[config.mk]
export PLATFORM = sky130hd
export DESIGN_NAME = wma_serial_add
export DESIGN_NICKNAME = d
export VERILOG_FILES = /design/src/rtl/windowed_moving_average_unit_assert.svh /design/src/rtl/wma_pkg.sv /design/src/rtl/wma_serial_add.sv
export SDC_FILE = /design/constraint.sdc
export NUM_CORES = 1
export LEC_CHECK = 0
export ABC_AREA = 1
export BUFFER_PORTS_ARGS = -buffer_cell sky130_fd_sc_hd__buf_2
export CAP_MARGIN = 20
export CORE_MARGIN = 3
export CORE_UTILIZATION = 45
export CTS_CLUSTER_DIAMETER = 200
export CTS_CLUSTER_SIZE = 24
export DETAILED_ROUTE_END_ITERATION = 8
export PLACE_DENSITY = 0.78
export SYNTH_ARGS = -nofsm -noshare
export SYNTH_HDL_FRONTEND = slang
export SYNTH_SLANG_ARGS = --single-unit
[constraint.sdc]
create_clock -name i_clk -period 3.96 [get_ports i_clk]
set_input_delay 0.594 -clock i_clk [delete_from_list [all_inputs] [get_ports i_clk]]
set_output_delay 0.594 -clock i_clk [all_outputs]
set_load 0.05 [all_outputs]
[src/rtl/windowed_moving_average_unit_assert.svh]
// Assertion macros shared by the windowed moving average unit.
`ifndef WINDOWED_MOVING_AVERAGE_UNIT_ASSERT_SVH
`define WINDOWED_MOVING_AVERAGE_UNIT_ASSERT_SVH

// Condition holds at every edge outside reset.
`define WMA_ASSERT_ALWAYS(label, clk, rst_n, cond, msg) \
    label: assert property (@(posedge clk) disable iff (!rst_n) (cond)) else $error(msg);

// Antecedent at one edge implies consequent at the next edge.
`define WMA_ASSERT_NEXT(label, clk, rst_n, ante, cons, msg) \
    label: assert property (@(posedge clk) disable iff (!rst_n) (ante) |=> (cons)) \
        else $error(msg);

`endif

[src/rtl/wma_pkg.sv]
package wma_pkg;

    localparam int RING_DEPTH    = 1024;
    localparam int SAMPLE_BITS   = 32;

    localparam int SAMPLE_WIDTH  = 32;
    localparam int WIN_BITS      = 11;
    localparam int PREFIX_BITS   = 48;
    localparam int FRAC_BITS     = 8;
    localparam int AVG_BITS      = 40;
    localparam int DIVIDEND_BITS = PREFIX_BITS + FRAC_BITS;

    localparam int SLOT_BITS     = $clog2(RING_DEPTH);
    localparam int COUNT_BITS    = $clog2(RING_DEPTH + 1);
    localparam int OFS_BITS      = SLOT_BITS + 2;
    localparam int STEP_BITS     = $clog2(DIVIDEND_BITS);

    localparam logic [WIN_BITS-1:0]  WIN_RESET = WIN_BITS'(1024);
    localparam logic [STEP_BITS-1:0] ADD_LAST  = STEP_BITS'(PREFIX_BITS - 1);
    localparam logic [STEP_BITS-1:0] DIV_LAST  = STEP_BITS'(DIVIDEND_BITS - 1);

    localparam logic [SAMPLE_WIDTH-1:0] SAMPLE_MASK = (SAMPLE_BITS >= SAMPLE_WIDTH) ?
        {SAMPLE_WIDTH{1'b1}} : SAMPLE_WIDTH'((64'd1 << SAMPLE_BITS) - 64'd1);

    typedef enum logic [2:0] {
        ST_IDLE,
        ST_READ,
        ST_LOAD,
        ST_ADD,
        ST_DLOAD,
        ST_DIV,
        ST_DONE
    } t_state;

    // load: capture operands, step: process one bit
    typedef struct packed {
        logic load;
        logic step;
    } t_ser_ctl;

endpackage

[src/rtl/wma_serial_add.sv]
module wma_serial_add import wma_pkg::*; (
    input  logic                   i_clk,
    input  logic                   i_rst_n,
    input  t_ser_ctl               i_ctl,
    input  logic [PREFIX_BITS-1:0] i_addend,
    input  logic [PREFIX_BITS-1:0] i_subtrahend,
    output logic [PREFIX_BITS-1:0] o_prefix,
    output logic [PREFIX_BITS-1:0] o_diff
);

    // Running prefix rotates LSB first; after PREFIX_BITS steps it is back in place.
    logic [PREFIX_BITS-1:0] r_prefix;
    logic [PREFIX_BITS-1:0] r_addend;
    logic [PREFIX_BITS-1:0] r_sub;
    logic [PREFIX_BITS-1:0] r_diff;
    logic                   r_carry;
    logic                   r_borrow_n;

    logic sum_bit;
    logic sum_carry;
    logic sub_b;
    logic diff_bit;
    logic diff_carry;

    always_comb begin
        sum_bit    = r_prefix[0] ^ r_addend[0] ^ r_carry;
        sum_carry  = (r_prefix[0] & r_addend[0]) | (r_carry & (r_prefix[0] ^ r_addend[0]));
        // new prefix minus ring entry as a + ~b + 1
        sub_b      = ~r_sub[0];
        diff_bit   = sum_bit ^ sub_b ^ r_borrow_n;
        diff_carry = (sum_bit & sub_b) | (r_borrow_n & (sum_bit ^ sub_b));
    end

    always_ff @(posedge i_clk) begin
        if (!i_rst_n) begin
            r_prefix <= '0;
        end else if (i_ctl.step) begin
            r_prefix <= {sum_bit, r_prefix[PREFIX_BITS-1:1]};
        end
    end

    always_ff @(posedge i_clk) begin
        if (i_ctl.load) begin
            r_addend   <= i_addend;
            r_sub      <= i_subtrahend;
            r_carry    <= 1'b0;
            r_borrow_n <= 1'b1;
        end else if (i_ctl.step) begin
            r_addend   <= {1'b0, r_addend[PREFIX_BITS-1:1]};
            r_sub      <= {1'b0, r_sub[PREFIX_BITS-1:1]};
            r_diff     <= {diff_bit, r_diff[PREFIX_BITS-1:1]};
            r_carry    <= sum_carry;
            r_borrow_n <= diff_carry;
        end
    end

    assign o_prefix = r_prefix;
    assign o_diff   = r_diff;

endmodule

==> summary.md <==
| Metric | Value |
|---|---|
| First-pass GRT wire length | `23100 µm` |
| Insertion delay to the later sink of the worst-skew pair | `420 ps` |
| Fin. Hold Viols | `0` |
| GP Congestion | `0.751` |
| WL/cell | `12.4 µm` |
| Post-route ant nets | `0` |
| Most frequent cells in the layout | `nand2_1, buf_2, edfxtp_1, nor2_1, inv_1` |
| Initial antenna violation count | `0` |
| Sequential share of the synthesized area | `0.698` |
| Synth unique cells | `13` |
| Synth Warn # | `0` |
| Required time of the critical path | `4040 ps` |
| Power Dens Cells | `499 mW/mm²` |
| Hold Path Sink | `r_sub[47]` |
| GRT busiest layer | `met2` |
| TritonCTS clock tree | `yes` |
| Hold crit path type | `input port to flip-flop` |
| Chip Height | `136 µm` |
| Met1 GRT Util | `0.224` |
| Met3 Resource Use GR | `0.0518` |
| Nets | `1058` |
| Setup WS pre-CTS | `1570 ps` |
| Post-route setup slack | `2070 ps` |
| Vias/cell | `4.48` |
| Slowest cell on the critical path | `nand2_4` |
| Post-Syn Area | `0.00763 mm²` |
| Worst-path fanout max | `61` |
| R2r worst-path depth | `4` |
| FP Rows | `46` |
| Hold bufs inserted after CTS | `0` |
| Status | `complete, no violations` |
| DR iter-0 viols | `298` |
| Worst setup EP type | `flip-flop` |
| Slowest stage delay, CP | `590 ps` |
| Fmax | `0.529 GHz` |
| CTS Buf Count | `17` |
| Die area | `0.0186 mm²` |
| CP arrival | `1970 ps` |
| Vias in the first global route | `4721` |
| Met2 Use GR | `0.240` |
| Max IR drop VDD | `0.000437 V` |
| RSZ-0062 raised after global routing | `no` |
| Crit-path leading delay family | `buffers and inverters` |
| CTS Root Cell | `clkbuf_16` |
| P_leak | `0.00448 µW` |
| I/O Pins | `196` |
| Syn Nets | `876` |
| Setup_tns | `0 ps` |
| CTS Sinks | `194` |
| WL final | `14700 µm` |
| Period utilisation layout | `0.477` |
| Hold Crit Depth | `3` |
| Total number of vias | `5314` |
| Syn Inst Count | `774` |
| Most common cell after layout, fill and taps aside | `nand2_1` |
| Core Util, Final | `0.573` |
| H-tree Lvls | `4` |
| Worst setup SP type | `input port` |
| Slew Viols, Final | `0` |
| Least-Margin Pin Slew | `896 ps` |
| Flop2flop setup slack | `2210 ps` |
| Hold Crit Start | `i_subtrahend[47]` |
| Area delta synth->final | `22.0%` |
| Postcts setup bufs | `0` |
| Detailed Place HPWL | `9670 µm` |
| IO buf count | `195` |
| Fillers | `1430` |
| Mean Syn Cell Area | `9.86 µm²` |
| Ant diodes | `0` |
| Multi-input logic area | `0.00187 mm²` |
| Worst relative slew slack | `0.403` |
| CTS max path bufs | `2` |
| Number of synthesized register bits | `194` |
| Final Cell Area | `0.00931 mm²` |
| R2R Path End | `o_diff[47]` |
| Worst path cell trace | `buf_2 > inv_2 > nand2_4 > buf_4` |
| Die width | `136 µm` |
| Buf/Inv on CP | `3` |
| GRT Total Usage | `0.159` |
| Max cap viols | `0` |
| Global route overflow | `0` |
| Tmin final | `1890 ps` |
| Clock transition at path regs | `70 ps` |
| Post-CTS sizing | `0` |
| Drt pass-1 iters | `5` |
| Initial Utilization | `0.470` |
| Largest net degree at the start of global routing | `98` |
| Post-route DRC violation count | `0` |
| Seq. cell area | `0.00533 mm²` |
| Crit Path Class | `input port to flip-flop` |
| Final setup violation count | `0` |
| Setup Skew | `9.91 ps` |
| Core area | `0.0162 mm²` |
| Total placed instance area | `0.00871 mm²` |
| Fraction of layout cells with a size suffix above 1 | `0.244` |
| R2r startpoint | `o_prefix[0]` |
==> registers in the layout (all words and copies together) (netlist names) <==
name        cells
r_carry         1
o_diff         48
r_addend       48
o_prefix       48
r_sub          48
r_borrow_n      1
==> cells in the mapped netlist <==
library cell,count,share of area
nand2_1,385,0.19
edfxtp_1,144,0.57
nor2_1,96,0.047
inv_1,55,0.027
dfxtp_1,50,0.13
buf_2,16,0.010
buf_4,9,0.0089
clkbuf_1,7,0.0034
buf_6,5,0.0074
fa_1,2,0.0052
inv_2,2,0.00098
nand3_1,2,0.0013
nor2_2,1,0.00082
==> area by class of cell <==
type	count	share of cell area
Sequential cell	194	0.572
Multi-Input combinational cell	486	0.201
Timing Repair Buffer	200	0.111
Clock buffer	17	0.0457
Tap cell	216	0.0290
Inverter	57	0.0230
Clock inverter	15	0.0182
==> worst max-delay path by stage <==
stage / startpoint / endpoint / slack [ps] / cells past startpoint
finish: i_ctl[0] / r_sub[38] / 2070 / 4
global route: i_ctl[0] / r_addend[7] / 1960 / 4
CTS: i_ctl[0] / r_sub[34] / 2040 / 4
detailed placement: i_ctl[0] / r_addend[28] / 1570 / 4
global placement: i_ctl[0] / r_addend[28] / 1620 / 4
floorplan: i_ctl[1] / r_addend[0] / 460 / 4
==> cell families after synthesis <==
family | count (synthesis) | synth area share
and+or+nand+nor | 484 | 0.239
DFF | 194 | 0.698
buffers and inverters | 94 | 0.0582
adders and majority gates | 2 | 0.00525
==> layer usage <==
layer,vias up,wire (µm),part of all wire
met5,-,0,0
met1,2356,6780,0.46
met2,180,6580,0.45
li1,2767,-,-
met4,0,112,0.0076
met3,11,1210,0.082
==> report_power, final <==
part	switching [µW]	internal, µW
Combinational	384	150
Sequential	60.8	2360
Clock	794	896
==> tightest hold or removal path: stages <==
cell     delay [ps]
buf_2            70
nand2_1          40
inv_1            40
==> stage by stage <==
stage               hold slack (ps)  cells  total power, µW
global route                    412   1185             4870
CTS                             402   1185             4710
floorplan                       447    774             2860
finish                          427   1185             4650
detailed placement              426   1153             3010
global placement                426   1153             2990
Note: power is estimated with default switching activity, not from simulation.
