## src/rtl/windowed_moving_average_unit_assert.svh

```systemverilog
// Assertion macros shared by the windowed moving average unit.
`ifndef WINDOWED_MOVING_AVERAGE_UNIT_ASSERT_SVH
`define WINDOWED_MOVING_AVERAGE_UNIT_ASSERT_SVH

// Condition holds at every edge outside reset.
`define WMA_ASSERT_ALWAYS(label, clk, rst_n, cond, msg) \
    label: assert property (@(posedge clk) disable iff (!rst_n) (cond)) else $error(msg);

// Antecedent at one edge implies consequent at the next edge.
`define WMA_ASSERT_NEXT(label, clk, rst_n, ante, cons, msg) \
    label: assert property (@(posedge clk) disable iff (!rst_n) (ante) |=> (cons)) \
        else $error(msg);

`endif

```

## src/rtl/wma_pkg.sv

```systemverilog
package wma_pkg;

    localparam int RING_DEPTH    = 1024;
    localparam int SAMPLE_BITS   = 32;

    localparam int SAMPLE_WIDTH  = 32;
    localparam int WIN_BITS      = 11;
    localparam int PREFIX_BITS   = 48;
    localparam int FRAC_BITS     = 8;
    localparam int AVG_BITS      = 40;
    localparam int DIVIDEND_BITS = PREFIX_BITS + FRAC_BITS;

    localparam int SLOT_BITS     = $clog2(RING_DEPTH);
    localparam int COUNT_BITS    = $clog2(RING_DEPTH + 1);
    localparam int OFS_BITS      = SLOT_BITS + 2;
    localparam int STEP_BITS     = $clog2(DIVIDEND_BITS);

    localparam logic [WIN_BITS-1:0]  WIN_RESET = WIN_BITS'(1024);
    localparam logic [STEP_BITS-1:0] ADD_LAST  = STEP_BITS'(PREFIX_BITS - 1);
    localparam logic [STEP_BITS-1:0] DIV_LAST  = STEP_BITS'(DIVIDEND_BITS - 1);

    localparam logic [SAMPLE_WIDTH-1:0] SAMPLE_MASK = (SAMPLE_BITS >= SAMPLE_WIDTH) ?
        {SAMPLE_WIDTH{1'b1}} : SAMPLE_WIDTH'((64'd1 << SAMPLE_BITS) - 64'd1);

    typedef enum logic [2:0] {
        ST_IDLE,
        ST_READ,
        ST_LOAD,
        ST_ADD,
        ST_DLOAD,
        ST_DIV,
        ST_DONE
    } t_state;

    // load: capture operands, step: process one bit
    typedef struct packed {
        logic load;
        logic step;
    } t_ser_ctl;

endpackage

```

## src/rtl/wma_serial_div.sv

```systemverilog
module wma_serial_div import wma_pkg::*; (
    input  logic                     i_clk,
    input  t_ser_ctl                 i_ctl,
    input  logic [DIVIDEND_BITS-1:0] i_dividend,
    input  logic [WIN_BITS-1:0]      i_divisor,
    output logic [AVG_BITS-1:0]      o_quotient
);

    // Restoring division, one quotient bit per step, MSB first.
    logic [DIVIDEND_BITS-1:0] r_dvd;
    logic [WIN_BITS-1:0]      r_rem;
    logic [AVG_BITS-1:0]      r_quo;

    logic [WIN_BITS+1:0] trial;
    logic                fits;

    always_comb begin
        trial = {1'b0, r_rem, r_dvd[DIVIDEND_BITS-1]} - {2'b00, i_divisor};
        fits  = ~trial[WIN_BITS+1];
    end

    always_ff @(posedge i_clk) begin
        if (i_ctl.load) begin
            r_dvd <= i_dividend;
            r_rem <= '0;
            r_quo <= '0;
        end else if (i_ctl.step) begin
            r_dvd <= {r_dvd[DIVIDEND_BITS-2:0], 1'b0};
            r_rem <= fits ? trial[WIN_BITS-1:0] : {r_rem[WIN_BITS-2:0], r_dvd[DIVIDEND_BITS-1]};
            // high quotient bits fall off the top: result is taken modulo 2^AVG_BITS
            r_quo <= {r_quo[AVG_BITS-2:0], fits};
        end
    end

    assign o_quotient = r_quo;

endmodule

```

## config.mk

```make
export PLATFORM = sky130hd
export DESIGN_NAME = wma_serial_div
export DESIGN_NICKNAME = d
export VERILOG_FILES = /design/src/rtl/windowed_moving_average_unit_assert.svh /design/src/rtl/wma_pkg.sv /design/src/rtl/wma_serial_div.sv
export SDC_FILE = /design/constraint.sdc
export NUM_CORES = 1
export LEC_CHECK = 0
export BUFFER_PORTS_ARGS = -buffer_cell sky130_fd_sc_hd__buf_2
export CAP_MARGIN = 20
export CORE_ASPECT_RATIO = 0.6
export CORE_MARGIN = 5
export CORE_UTILIZATION = 40
export CTS_CLUSTER_DIAMETER = 120
export DETAILED_ROUTE_END_ITERATION = 8
export PLACE_DENSITY = 0.6
export SLEW_MARGIN = 20
export SYNTH_ARGS = -nofsm -noshare
export SYNTH_HDL_FRONTEND = slang
export SYNTH_SLANG_ARGS = --single-unit
```

## constraint.sdc

```tcl
create_clock -name i_clk -period 3.16 [get_ports i_clk]
set_clock_uncertainty 0.15 [all_clocks]
set_input_delay 0.474 -clock i_clk [delete_from_list [all_inputs] [get_ports i_clk]]
set_output_delay 0.474 -clock i_clk [all_outputs]
set_load 0.01 [all_outputs]
```

==> flow_metrics.tcl, run 1 <==
set metrics [dict create \
    outcome "finished clean" \
    ys_warn_count 0 \
    timing.hold.ws_ns 0.2715 \
    syn_area_per_cell_um2 12.76 \
    maxCapViolations 0 \
    crit_fanout 6 \
    multi_input_area_um2 1887 \
    drive_gt1_share_pct 39.79 \
    max_stage_delay_ns 0.44 \
    finalSetupViolCount 0 \
    num_io_pins 110 \
    power_mw 3.015 \
    die_w_um 150.2 \
    dp.cells 624 \
    wl_per_cell_um 14.91 \
    slew_headroom_pct 44.75 \
    die_y_um 94.14 \
    ctsHoldBuffers 0 \
    critPathKind "register to register" \
    hold_violations 0 \
    ir_drop_mv 0.2555 \
    start_kind "register" \
    slowest_stage "fa_1" \
    netlist_top_cells_count "edfxtp_1, mux2_2, dfxtp_1" \
    cts_inserted_buffers 9 \
    fin_setup_tns_ns 0 \
    synth_seq_area_share_pct 57.26 \
    place_hpwl_mm 6.826 \
    place.gp.congestion 0.7918 \
    synth_area_leaders "edfxtp_1, dfxtp_1, mux2_2, mux2i_1, nor2_1" \
    grt_max_degree 69 \
    cts_tree "done" \
    final_net_count 557 \
    core_area_um2 11410 \
    antenna_found_initial 4 \
    cp_num_buf_inv 1 \
    start_util_pct 41.36 \
    clk_latency_ns 0.34 \
    htreeDepth 3 \
    ys_seq_elements 107 \
    hold_path_class "input port to register" \
    placed_cell_area_um2 5416 \
    reg2regPathDepth 9 \
    crit_chain "inv_1 -> ha_1 -> fa_1 -> nor2b_4 -> o31a_4 -> o21ai_4 -> o21ai_1 -> nand2_1 -> o211ai_1" \
    first_global_vias 2983 \
    period_minus_slack_ns 2.513 \
    drt.antenna.violating_nets 0 \
    pwr_density_cell_nw_per_um2 526.3 \
    grt_pass1_wl_mm 14.95 \
    post_cts_buffers 0 \
    die-area_um2 14140 \
    crit_path_end_kind "register" \
    crit_family "compound AO/OA/AOI/OAI gates" \
    seqCellArea_um2 2703 \
    ys.flop_type "edfxtp_1" \
    synthArstFlopShare_pct 0 \
    syn-cell-area_um2 4720 \
    hold_depth 2 \
    cts_sinks 107 \
    syn_inst 370 \
    cp.depth 9 \
    syn_nets 452 \
    max_freq_mhz 398.0 \
    crit_arrival_ns 2.61 \
    synth-edff-count 56 \
    leakage_nw 2.499 \
    vias 3103 \
    cts.path.max_buffers 2 \
    design_area_um2 5729 \
    io_buffers 109 \
    syn2layout_area_growth_pct 21.39 \
    post_drt_via_cell_ratio 4.841 \
    slew_viol_final 0 \
    cts.repair.resized 0 \
    grt_overflow_total 0 \
    clk_pin_slew_ns 0.07 \
    synth_top_area_cell "edfxtp_1" \
    finalWirelength_mm 9.555 \
    tightest_slew_ns 0.8288 \
    crit_required_ns 3.26 \
    final_cells 641 \
    synthDistinctLibCells 36 \
    drc 0 \
    finalCritPeriodShare_pct 79.51 \
    num_rows 30 \
    nFillCells 1061 \
    dr.pass1.iters 4 \
    synth_top_area_share_pct 35.63 \
    cts-root-buf "clkbuf_16" \
    rsz0062_at_grt "false" \
    first_iter_violations 127 \
    grt_usage_pct 13.64 \
]
worst register-to-register path: cells and delay by family (launching register included):
kind / cells / cell delay, ns
AO/OA/AOI/OAI: 4 / 0.87
adder cells (fa/ha/maj): 2 / 0.65
AND/OR/NAND/NOR: 2 / 0.38
flip-flops: 1 / 0.32
buffers and inverters: 1 / 0.05
cell families (layout without fill, tap and decap cells):
| group | Yosys count | after routing | synth area share [%] |
|---|---|---|---|
| AND/OR/NAND/NOR | 76 | 76 | 7.025 |
| flip-flops | 107 | 107 | 57.26 |
| AO/OA/AOI/OAI | 40 | 40 | 6.469 |
| other | 0 | 1 | 0 |
| multiplexers | 96 | 96 | 21.84 |
| buffers and inverters | 32 | 142 | 2.757 |
| adder cells (fa/ha/maj) | 12 | 12 | 3.340 |
| XOR/XNOR | 7 | 7 | 1.299 |
placed cells by master (no fill, tap or decap), types with 2 or more instances in the layout:
master and count:
buf_2 108, mux2_2 56, edfxtp_1 56, dfxtp_1 51, nor2_1 49, mux2i_1 40
nand2_1 15, inv_1 12, ha_1 11, o21ai_0 10, clkbuf_16 10, o211ai_1 7
xnor2_1 7, a21oi_1 5, buf_4 5, a211oi_1 4, nand2b_1 4, nand4b_1 4
a2111o_1 2, a311oi_1 2, bufinv_8 2
path summary, 6_finish.rpt:
kind,startpoint,end,slack (ns)
worst max-delay path,r_dvd[55],r_rem[9],0.65
worst min-delay path,i_dividend[0],r_dvd[0],0.27
worst max register to register,r_dvd[55],r_rem[9],0.65
worst min register to register,r_rem[7],r_rem[7],0.34
flip-flops by register name, indices dropped and copies added, names as in the netlist:
signal	cells
r_rem	11
o_quotient	40
r_dvd	56
where the power goes:
part | switching (mW) | internal, mW | total, mW | leakage (nW)
combinational | 0.138 | 0.155 | 0.293 | 1.36
sequential | 0.0275 | 1.56 | 1.59 | 0.984
clock | 0.471 | 0.659 | 1.13 | 0.158
total | 0.636 | 2.38 | 3.02 | 2.50
metal layers:
metal	wire length [µm]	global-route usage [%]	part of all wire [%]
met1	4958	19.48	52
met5	28	0	0.29
met4	105	3.653	1.1
met3	740	6.027	7.7
met2	3722	18.57	39
cell type report:
type                    count  area share (%)
diodes                      1         0.04368
clock buffers              11           4.433
clock inverters             5          0.9827
inverters                  13          0.8517
multi-input cells         231           32.93
flip-flops and latches    107           47.17
well taps                 160           3.494
repair buffers            113           10.09
per-stage QoR:
step | setup WS (ns) | util (%)
detailed placement | 0.4475 | 47.47
floorplan | 0.3040 | -
finish | 0.6475 | 50.21
CTS | 0.6513 | 50.19
global route | 0.4717 | 50.21
global placement | 0.5533 | 47.47
(Power assumes the default switching activity.)
==> run 2: changes to the inputs <==
ABC_AREA = 1   (was unset)
PLACE_DENSITY = 0.62   (was 0.6)
clock period = 2.2 ns   (was 3.16 ns; I/O delays follow)
==> flow_metrics.tcl, run 2 <==
set metrics [dict create \
    synth_top_area_cell "edfxtp_1" \
    place_hpwl_mm 8.050 \
    cp_num_buf_inv 2 \
    nFillCells 1210 \
    layout_commonest_cell "nand2_1" \
    post_cts_buffers 0 \
    largest_reg_flops 56 \
    die_w_um 152.7 \
    synth_area_leaders "edfxtp_1, dfxtp_1, nand2_1, inv_1, o22ai_1" \
    syn-cell-area_um2 4886 \
    final_net_count 775 \
    crit_required_ns 2.30 \
    cts_sinks 107 \
    crit_fanout 14 \
    drc 0 \
    start_kind "register" \
    critPathKind "register to register" \
    ys_warn_count 0 \
    pwr_density_cell_nw_per_um2 724.9 \
    start_util_pct 40.63 \
    max_stage_delay_ns 0.39 \
    dr.pass1.iters 4 \
    worst_r2r_endpoint "r_rem[6]" \
    slew_viol_final 0 \
    fin_setup_tns_ns 0 \
    mostFrequentLayoutCells "nand2_1, buf_2, inv_1" \
    grt_overflow_total 0 \
    syn_area_per_cell_um2 8.267 \
    ys_seq_elements 107 \
    ctsHoldBuffers 0 \
    reg2regPathDepth 11 \
    vias 4009 \
    finalSetupViolCount 0 \
    hold_violations 0 \
    core_area_um2 12020 \
    cts_inserted_buffers 9 \
    p_int_mw 3.244 \
    netlist_top_cells_count "nand2_1, inv_1, edfxtp_1" \
    ff2ff_setup_slack_ns 0.19 \
    die_y_um 95.61 \
    n_antenna_cell 0 \
    max_freq_mhz 497.8 \
    synth_seq_area_share_pct 55.31 \
    drt.antenna.violating_nets 0 \
    first_global_vias 3734 \
    hold_depth 3 \
    synth_top_area_share_pct 34.42 \
    multi_input_area_um2 1739 \
    io_buffers 109 \
    min_to "r_dvd[0]" \
    antenna_found_initial 0 \
    yosysMostFrequentCell "nand2_1" \
    drive_gt1_share_pct 21.20 \
    crit_family "adder cells" \
    cts-root-buf "clkbuf_16" \
    syn_inst 591 \
    slowest_stage "fa_2" \
    p_comb_share_pct 8.8 \
    netSwitchingFraction_pct 24.27 \
    power_mw 4.284 \
    min_from "i_dividend[0]" \
    pwr-share-seq_pct 52.9 \
    num_rows 31 \
    synth-edff-count 56 \
    period_minus_slack_ns 2.009 \
    synthDistinctLibCells 30 \
    syn2layout_area_growth_pct 20.95 \
    crit_arrival_ns 2.11 \
    syn_nets 673 \
    clkPwrFrac_pct 38.4 \
    ir_drop_mv 0.4286 \
    hold_path_class "input port to register" \
    switchingPower_mw 1.040 \
    clk_pin_slew_ns 0.08 \
    rsz0062_at_grt "false" \
    grt_usage_pct 15.47 \
    first_iter_violations 242 \
    slew_headroom_pct 50.95 \
    wl_per_cell_um 13.04 \
    place.gp.congestion 0.8267 \
    num_io_pins 110 \
    rr_startpoint "r_dvd[55]" \
    crit_path_end_kind "register" \
    largest_register "r_dvd" \
    cts.path.max_buffers 2 \
    finalWirelength_mm 11.25 \
    maxCapViolations 0 \
    outcome "finished clean" \
    cts_tree "done" \
    htreeDepth 3 \
    seqCellArea_um2 2703 \
    ys.flop_type "edfxtp_1" \
    clk_latency_ns 0.34 \
    grt_max_degree 62 \
    post_drt_via_cell_ratio 4.645 \
    grt_pass1_wl_mm 18.30 \
    synthArstFlopShare_pct 0 \
    die-area_um2 14600 \
    tightest_slew_ns 0.7358 \
    finalCritPeriodShare_pct 91.31 \
    crit_chain "inv_1 -> ha_1 -> fa_2 -> o21ai_4 -> nand2_4 -> nand3_4 -> nor2_1 -> nand2_1 -> nand3_1 -> nand2_1 -> inv_1" \
    leakage_nw 2.941 \
]
run 2: metal layers:
| layer | vias up | global-route usage [%] | wire length (µm) |
|---|---|---|---|
| li1 | 2077 | - | - |
| met2 | 89 | 21.29 | 4607 |
| met5 | - | 0 | 0 |
| met1 | 1837 | 22.81 | 5737 |
| met4 | 0 | 3.558 | 72 |
| met3 | 6 | 5.896 | 835 |
run 2: through the flow:
stage / utilization, % / hold slack (ns) / cell area (µm²) / std cells / setup WS, ns
6_report: 49.15 / 0.1008 / 5909 / 863 / 0.1911
5_1_grt: 49.15 / 0.09719 / 5909 / 863 / 0.05463
4_1_cts: 49.11 / 0.08599 / 5904 / 863 / 0.06795
3_5_place_dp: 46.50 / 0.3077 / 5592 / 847 / 0.01725
3_3_place_gp: 46.50 / 0.2903 / 5592 / 847 / 0.06844
2_1_floorplan: - / 0.2970 / 4886 / 591 / 0.2092
run 2: worst reg2reg max path: stages, from the launching register on:
cell	delay, ns
edfxtp_1	0.35
inv_1	0.04
ha_1	0.20
fa_2	0.39
o21ai_4	0.21
nand2_4	0.09
nand3_4	0.14
nor2_1	0.09
nand2_1	0.08
nand3_1	0.07
nand2_1	0.06
inv_1	0.03
run 2: kinds of logic (layout without fill, tap and decap cells):
group,count (synthesis),after routing,synth area share (%)
flops,107,107,55.31
simple gates,300,300,24.94
fa+ha+maj,12,12,3.227
compound gates,55,55,6.965
buf+inv,115,222,9.193
xor+xnor,2,2,0.3586
run 2: cell type report:
| class | instances | share of cell area (%) |
|---|---|---|
| clock inverter | 6 | 1.059 |
| tap | 165 | 3.494 |
| clock buffer | 10 | 4.235 |
| sequential | 107 | 45.73 |
| timing repair buffer | 115 | 10.21 |
| inverter | 91 | 5.844 |
| multi-input combinational | 369 | 29.43 |
run 2: timing repair:
action	CTS	global route
gates resized for setup	0	2
endpoints found under the hold margin	0	0
endpoints found under the setup margin	0	6
run 2: power groups by stage:
stage               Clock [mW]  Combinational, mW  Sequential (mW)
floorplan                    0              0.242             2.30
finish                    1.64              0.375             2.26
global placement             0              0.374             2.31
global route              1.78              0.433             2.27
detailed placement           0              0.378             2.31
CTS                       1.70              0.381             2.27
run 2: worst max path at each step:
stage	end	slack [ns]	depth (start not counted)	startpoint
5_1_grt	r_rem[5]	0.05	12	r_rem[6]
6_report	r_rem[6]	0.19	11	r_dvd[55]
3_5_place_dp	r_rem[8]	0.02	10	i_divisor[0]
3_3_place_gp	r_rem[7]	0.07	10	i_divisor[0]
2_1_floorplan	r_dvd[0]	0.21	4	i_ctl[1]
4_1_cts	r_rem[9]	0.07	10	r_dvd[55]
